`config.mk`:
```
export PLATFORM = sky130hd
export DESIGN_NAME = mode_counter_seven_segment
export DESIGN_NICKNAME = d
export VERILOG_FILES = /design/src/mcss_pkg.sv /design/src/mode_counter_seven_segment.sv
export SDC_FILE = /design/constraint.sdc
export NUM_CORES = 1
export LEC_CHECK = 0
export BUFFER_PORTS_ARGS = -buffer_cell sky130_fd_sc_hd__buf_2
export CORE_MARGIN = 2
export CORE_UTILIZATION = 52
export DETAILED_ROUTE_END_ITERATION = 10
export PLACE_DENSITY = 0.73
export SYNTH_ARGS = -nofsm -noshare
export SYNTH_HDL_FRONTEND = slang
export SYNTH_SLANG_ARGS = --single-unit
```
`constraint.sdc`:
```
create_clock -name clock -period 8 [get_ports clock]
set_clock_uncertainty 0.2 [all_clocks]
set_input_delay 0.8 -clock clock [delete_from_list [all_inputs] [get_ports clock]]
set_output_delay 0.8 -clock clock [all_outputs]
set_load 0.05 [all_outputs]
```
`src/mcss_pkg.sv`:
```
package mcss_pkg;

   localparam int CSR_ADDR_WIDTH = 3;
   localparam int CSR_DATA_WIDTH = 32;

   localparam logic [0:0] REG_TICKS_PER_STEP = 1'b0;

   localparam logic [7:0] TICKS_PER_STEP_RESET = 8'd10;
   localparam logic [6:0] COUNT_MAX = 7'd99;
   localparam logic [6:0] SCALE_NUM = 7'd99;

   typedef enum logic [1:0] {
      OP_TICK   = 2'd0,
      OP_MODE   = 2'd1,
      OP_CHANGE = 2'd2,
      OP_SAMPLE = 2'd3
   } opcode_type;

   typedef enum logic [1:0] {
      MODE_AUTO   = 2'd0,
      MODE_UP     = 2'd1,
      MODE_DOWN   = 2'd2,
      MODE_SAMPLE = 2'd3
   } mode_type;

   // segments a..g, a in bit 6
   function automatic logic [6:0] seg_pattern(input logic [3:0] digit);
      logic [6:0] pattern;
      unique case (digit)
         4'd0:    pattern = 7'h7E;
         4'd1:    pattern = 7'h30;
         4'd2:    pattern = 7'h6D;
         4'd3:    pattern = 7'h79;
         4'd4:    pattern = 7'h33;
         4'd5:    pattern = 7'h5B;
         4'd6:    pattern = 7'h5F;
         4'd7:    pattern = 7'h70;
         4'd8:    pattern = 7'h7F;
         4'd9:    pattern = 7'h7B;
         default: pattern = 7'h7E;
      endcase
      return pattern;
   endfunction

endpackage

```
`src/mode_counter_seven_segment.sv`:
```
// Two-digit mode counter with seven-segment output. Each request carries an
// event kind on req_tuser (tick, mode press, change press, sample) and a
// converter sample on req_tdata; every request yields exactly one response
// with the displayed value, the segment patterns of its two digits and the
// mode after the event. One request is taken per clock cycle, but
// back-pressure on the response side stalls both stages and then the
// request side (state update and scaling in the first register stage,
// digit split and segment decode in the second). ticks_per_step sits
// at byte address 0 of the CSR port and resets to 10.
module mode_counter_seven_segment
   import mcss_pkg::*;
(
   input  logic                      clock,
   input  logic                      reset,
   input  logic                      req_tvalid,
   output logic                      req_tready,
   input  logic [7:0]                req_tdata,   // [7:0] sample
   input  logic [1:0]                req_tuser,   // [1:0] opcode
   output logic                      rsp_tvalid,
   input  logic                      rsp_tready,
   // [6:0] ones_segments, [13:7] tens_segments, [20:14] shown_value, [23:21] zero
   output logic [23:0]               rsp_tdata,
   output logic [1:0]                rsp_tuser,   // [1:0] current_mode
   input  logic                      csr_psel,
   input  logic                      csr_penable,
   input  logic                      csr_pwrite,
   input  logic [CSR_ADDR_WIDTH-1:0] csr_paddr,
   input  logic [CSR_DATA_WIDTH-1:0] csr_pwdata,
   output logic [CSR_DATA_WIDTH-1:0] csr_prdata,
   output logic                      csr_pready
);

   logic [7:0]  ticks_per_step_ff;
   logic [1:0]  mode_ff, mode_in;
   logic [6:0]  count_ff, count_in;
   logic [7:0]  tick_count_ff, tick_count_in;
   logic [7:0]  last_sample_ff, last_sample_in;

   logic        s1_valid_ff, s1_valid_in;
   logic [6:0]  s1_shown_ff, s1_shown_in;
   logic [1:0]  s1_mode_ff;

   logic        rsp_valid_ff, rsp_valid_in;
   logic [6:0]  rsp_ones_ff, rsp_ones_in;
   logic [6:0]  rsp_tens_ff, rsp_tens_in;
   logic [6:0]  rsp_shown_ff;
   logic [1:0]  rsp_mode_ff;

   logic        out_free;
   logic        s1_adv;
   logic        accept;
   logic        csr_write;
   logic [7:0]  tick_inc;
   logic [14:0] scaled_prod;
   logic [15:0] scaled_quot;
   logic [3:0]  tens_digit;
   logic [6:0]  ones_value;
   opcode_type  opcode;

   assign csr_pready = 1'b1;
   assign csr_write  = csr_psel & csr_penable & csr_pwrite;
   assign csr_prdata = (csr_paddr[2] == REG_TICKS_PER_STEP) ?
                       {{(CSR_DATA_WIDTH-8){1'b0}}, ticks_per_step_ff} : '0;

   assign out_free   = ~rsp_valid_ff | rsp_tready;
   assign s1_adv     = s1_valid_ff & out_free;
   assign req_tready = ~s1_valid_ff | out_free;
   assign accept     = req_tvalid & req_tready;
   assign opcode     = opcode_type'(req_tuser);
   assign tick_inc   = tick_count_ff + 8'd1;

   assign s1_valid_in  = accept | (s1_valid_ff & ~out_free);
   assign rsp_valid_in = s1_adv | (rsp_valid_ff & ~rsp_tready);

   always_comb begin
      mode_in        = mode_ff;
      count_in       = count_ff;
      tick_count_in  = tick_count_ff;
      last_sample_in = last_sample_ff;
      if (accept) begin
         unique case (opcode)
            OP_TICK: begin
               if (mode_ff == MODE_AUTO) begin
                  if (tick_inc >= ticks_per_step_ff) begin
                     tick_count_in = 8'd0;
                     count_in      = (count_ff >= COUNT_MAX) ? 7'd0 : count_ff + 7'd1;
                  end else begin
                     tick_count_in = tick_inc;
                  end
               end
            end
            OP_MODE: begin
               mode_in = mode_ff + 2'd1;
            end
            OP_CHANGE: begin
               if (mode_ff == MODE_UP) begin
                  if (count_ff < COUNT_MAX) count_in = count_ff + 7'd1;
               end else if (mode_ff == MODE_DOWN) begin
                  if (count_ff > 7'd0) count_in = count_ff - 7'd1;
               end
            end
            OP_SAMPLE: begin
               last_sample_in = req_tdata;
            end
            default: begin
               mode_in = mode_ff;
            end
         endcase
      end
   end

   // floor(p / 255) = (p + (p >> 8) + 1) >> 8 for p below 65535
   always_comb begin
      scaled_prod = {7'd0, last_sample_in} * {8'd0, SCALE_NUM};
      scaled_quot = ({1'b0, scaled_prod} + {9'd0, scaled_prod[14:8]} + 16'd1) >> 8;
      s1_shown_in = (mode_in == MODE_SAMPLE) ? scaled_quot[6:0] : count_in;
   end

   always_comb begin
      tens_digit = 4'd0;
      for (int i = 1; i <= 9; i++) begin
         if (s1_shown_ff >= 7'(i * 10)) tens_digit = 4'(i);
      end
      ones_value  = s1_shown_ff - ({3'd0, tens_digit} << 3) - ({3'd0, tens_digit} << 1);
      rsp_ones_in = seg_pattern(ones_value[3:0]);
      rsp_tens_in = seg_pattern(tens_digit);
   end

   always_ff @(posedge clock) begin
      if (reset) begin
         ticks_per_step_ff <= TICKS_PER_STEP_RESET;
         mode_ff           <= MODE_AUTO;
         count_ff          <= 7'd0;
         tick_count_ff     <= 8'd0;
         last_sample_ff    <= 8'd0;
         s1_valid_ff       <= 1'b0;
         rsp_valid_ff      <= 1'b0;
      end else begin
         if (csr_write && csr_pready && csr_paddr[2] == REG_TICKS_PER_STEP) begin
            ticks_per_step_ff <= csr_pwdata[7:0];
         end
         mode_ff        <= mode_in;
         count_ff       <= count_in;
         tick_count_ff  <= tick_count_in;
         last_sample_ff <= last_sample_in;
         s1_valid_ff    <= s1_valid_in;
         rsp_valid_ff   <= rsp_valid_in;
      end
   end

   always_ff @(posedge clock) begin
      if (accept) begin
         s1_shown_ff <= s1_shown_in;
         s1_mode_ff  <= mode_in;
      end
      if (s1_adv) begin
         rsp_ones_ff  <= rsp_ones_in;
         rsp_tens_ff  <= rsp_tens_in;
         rsp_shown_ff <= s1_shown_ff;
         rsp_mode_ff  <= s1_mode_ff;
      end
   end

   assign rsp_tvalid = rsp_valid_ff;
   assign rsp_tdata  = {3'd0, rsp_shown_ff, rsp_tens_ff, rsp_ones_ff};
   assign rsp_tuser  = rsp_mode_ff;

   a_shown_in_range: assert property (@(posedge clock) disable iff (reset)
      rsp_valid_ff |-> rsp_shown_ff <= COUNT_MAX)
      else $error("shown value above 99");

   a_ready_when_free: assert property (@(posedge clock) disable iff (reset)
      out_free |-> req_tready)
      else $error("request stalled with free response register");

   a_mode_step: assert property (@(posedge clock) disable iff (reset)
      (accept && opcode == OP_MODE) |=> mode_ff == 2'($past(mode_ff) + 2'd1))
      else $error("mode press did not advance mode");

   a_no_lost_request: assert property (@(posedge clock) disable iff (reset)
      (s1_valid_ff && !out_free) |=> s1_valid_ff)
      else $error("stalled request dropped");

endmodule

```
==> results.toml <==
[synth]
synth_top_family_by_area = "simple AND/OR/NAND/NOR gates"
syn_avg_cell_area_um2 = 8.817
synth-async-reset-ratio_pct = 0
synth_adder_area_share_pct = 18.10
ys_seq_elements = 67
synth_xor_area_share_pct = 5.668
synth_top_area_share_pct = 16.87
ys_warn_count = 0
synth_compound_area_share_pct = 17.05
ys_top_cells_by_area = "edfxtp_1 (17%), ha_1 (17%), dfxtp_1 (12%), nor2_1 (4.2%), a21oi_1 (4.0%)"
netlist_area_um2 = 5695
synthMuxAreaShare_pct = 3.559
yosysTopAreaCell = "edfxtp_1"
synth-simple-area-share_pct = 18.26
synth_edf_count = 32
synth.most_common_cell = "ha_1"
synthCells = 646
synthFlopType = "dfxtp_1"
ys_top_cells_by_count = "ha_1 (76), nor2_1 (64), nand2_1 (54), a21oi_1 (46), inv_1 (41)"
netlist-cell-type-count = 75
ys_seq_area_share_pct = 29.17

[routing]
drtAntennaViolNets = 0
drt_iter0_drc = 415
wl_um = 11960
wire_per_inst_um = 14.27
route.detailed.drc = 0
dr.pass1.iters = 4
num_vias = 4704
via_per_inst = 5.613

[min_path]
hold_path_end = "rsp_tuser[0]$_DFFE_PP_"
hp-class = "flop to flop"
hold_depth = 0
min_from = "s1_mode_ff[0]$_DFFE_PN_"

[worst_setup_path]
worstPathMaxFanout = 12
slowest_stage = "fa_1"
start_kind = "input pin"
critPathArrivalTime_ns = 6.94
critPathBufInv = 2
critPathKind = "input pin to flop"
r2r_end = "s1_shown_ff[3]$_DFFE_PN_"
crit_path_frequent_cell = "ha_1"
cp_data_required_time_ns = 7.90
r2r_slack_ns = 1.22
r2r_cells = 22
crit_family = "adder cells"
path_cells = "buf_2 > nand3_1 > nor2_4 > mux2i_1 > inv_1 > ha_1 > fa_1 > ha_1 > fa_1 > ha_1 > and3_1 > a2111oi_1 > a211oi_2 > a21o_1 > a21oi_1 > xnor2_2 > ha_1 > a211o_1 > a21oi_1 > a211oi_1 > and3_1 > xor2_1 > mux2_2"
timing.rr.start = "rsp_tvalid$_SDFF_PP0_"
cp-end-kind = "flop"
cpPeakStageDelay_ns = 0.48

[clock_tree]
clk-insertion-delay-late_ns = 0.35
postCtsSetupRepairBufs = 0
clock-root-buffer = "clkbuf_8"
clockBufferDepth = 2
path_clk_slew_ns = 0.07
clkSinkCount = 67
htree_levels = 3
cts-hold-fix-buffers = 0
cts_tree = "yes"
cts_buffers = 9
cts-resized-gates = 0

[floorplan]
ios = 113
dieArea_um2 = 11810
die_x_um = 108.7
die_h_um = 108.7
initial_core_util_pct = 53.00
rows = 38
core_um2 = 10750

[finish]
num-fill-cells = 975
multi_input_area_um2 = 3676
seq_area_um2 = 1662
synthToLayoutAreaGrowth_pct = 8.216
diodes = 0
layout.nets = 825
drive_gt1_share_pct = 14.61

[grt]
gr-total-overflow = 0
use_met1_pct = 26.40
grt_start_max_net_pins = 36
met3_usage_pct = 2.271
grt_pass1_wl_um = 20400
gr-usage-met2_pct = 38.62
antenna_found_initial = 0
grt_usage_pct = 21.52
top_usage_layer = "met2"
grt_pass1_vias = 4522

[sta]
fmax_mhz = 142.1
timing_worst_slew_pin_value_ns = 1.167
fin_setup_tns_ns = 0
fin_crit_ns = 7.037
slew_headroom_pct = 21.72
hold_violations = 0
finalSetupViolCount = 0
rsz0062_at_grt = "false"
worst_slack_ns = 0.9629
slew_violations = 0
timing.final.crit_share_pct = 87.96

[power_and_ir_drop]
total_leakage_power_nw = 2.908
p_per_area_nw_per_um2 = 156.6
ir_drop_v = 0.0001090

[place]
place_ws_ns = 0.6494
dp_hpwl_um = 9389
gp_congestion = 0.9353
portBuffers = 58

[job]
drv_cap = 0

[status]
status = "complete, no violations"
-- report_power, final --
part	leakage [nW]	switching, mW	internal (mW)
logic	2.23	0.203	0.0976
registers	0.582	0.0112	0.382
clock network	0.0997	0.126	0.146
-- routing by layer --
| layer | routed length [um] | vias up |
|---|---|---|
| met3 | 513 | 22 |
| met1 | 5222 | 2215 |
| met4 | 238 | 0 |
| met5 | 0 | - |
| li1 | - | 2341 |
| met2 | 5983 | 126 |
-- worst max-delay path by stage --
stage          slack [ns]                        to  cells past startpoint    startpoint
6_report             0.96  s1_shown_ff[3]$_DFFE_PN_                     23  req_tuser[1]
5_1_grt              0.56  s1_shown_ff[5]$_DFFE_PN_                     23  req_tuser[1]
3_5_place_dp         0.65  s1_shown_ff[3]$_DFFE_PN_                     23  req_tuser[1]
2_1_floorplan        1.35  s1_shown_ff[3]$_DFFE_PN_                     23    rsp_tready
4_1_cts              0.99  s1_shown_ff[3]$_DFFE_PN_                     23  req_tuser[1]
3_3_place_gp         0.76  s1_shown_ff[3]$_DFFE_PN_                     23  req_tuser[1]
-- cells by family after synthesis --
group	count (synthesis)
AOI/OAI and AO/OA	142
xor gates and xnor gates	36
adders and majority gates	80
buffers and inverters	91
DFF	67
muxes	19
other	2
and+or+nand+nor	209
-- stage by stage --
stage / instances / total power [mW] / area (um2) / utilization [%] / hold WS, ns
global placement: 822 / 0.6860 / 5972 / 55.58 / 0.2267
floorplan: 672 / 0.6488 / 5793 / - / 0.2003
finish: 838 / 0.9650 / 6163 / 57.36 / 0.2473
global route: 838 / 1.019 / 6163 / 57.36 / 0.2607
detailed placement: 822 / 0.6982 / 5972 / 55.58 / 0.2203
CTS: 838 / 0.9660 / 6163 / 57.36 / 0.2457
-- layout make-up --
cell class	instances	share of cell area, %
Multi-Input combinational cell	514	59.64
Sequential cell	67	26.96
Timing Repair Buffer	60	4.953
Clock buffer	15	3.025
Tap cell	140	2.842
Inverter	41	2.497
Clock inverter	1	0.08120
-- worst reg2reg max path, cell delays in order, from the launching register on --
cell and delay (ns):
dfxtp_1 0.36, and3b_1 0.24, nor2_4 0.28, mux2i_1 0.41, inv_1 0.08, ha_1 0.34
fa_1 0.48, ha_1 0.34, fa_1 0.42, ha_1 0.41, and3_1 0.21, a2111oi_1 0.46
a211oi_2 0.15, a21o_1 0.22, a21oi_1 0.23, xnor2_2 0.12, ha_1 0.36, a211o_1 0.28
a21oi_1 0.20, a211oi_1 0.12, and3_1 0.22, xor2_1 0.14, mux2_2 0.28
-- registers in the layout, indices dropped and copies added (netlist names) --
register	count
last_sample_ff	8
mode_ff	2
rsp_ones_ff	7
rsp_shown_ff	7
s1_mode_ff	2
count_ff	7
rsp_tens_ff	7
tick_count_ff	8
rsp_tvalid	1
s1_valid_ff	1
s1_shown_ff	7
ticks_per_step_ff	8
rsp_tuser	2
-- cells in the final DEF, fill, tap and decap left out, drive strengths merged, types with 3 or more instances in the layout --
cell	count
ha	76
nor2	65
buf	60
nand2	54
a21oi	46
inv	41
dfxtp	35
edfxtp	32
conb	28
o21ai	23
xnor2	21
xor2	15
clkbuf	15
nand3	14
and3	11
nor2b	11
mux2	10
nor3	10
a211oi	10
mux2i	9
nand2b	8
a21o	8
a22oi	6
a31oi	6
o21a	5
a211o	5
nand3b	5
or2	5
fa	4
o21bai	3
nand4	3
o211ai	3
a311oi	3
o22ai	3
nor3b	3
No activity file was read; power rests on OpenSTA's default activity.
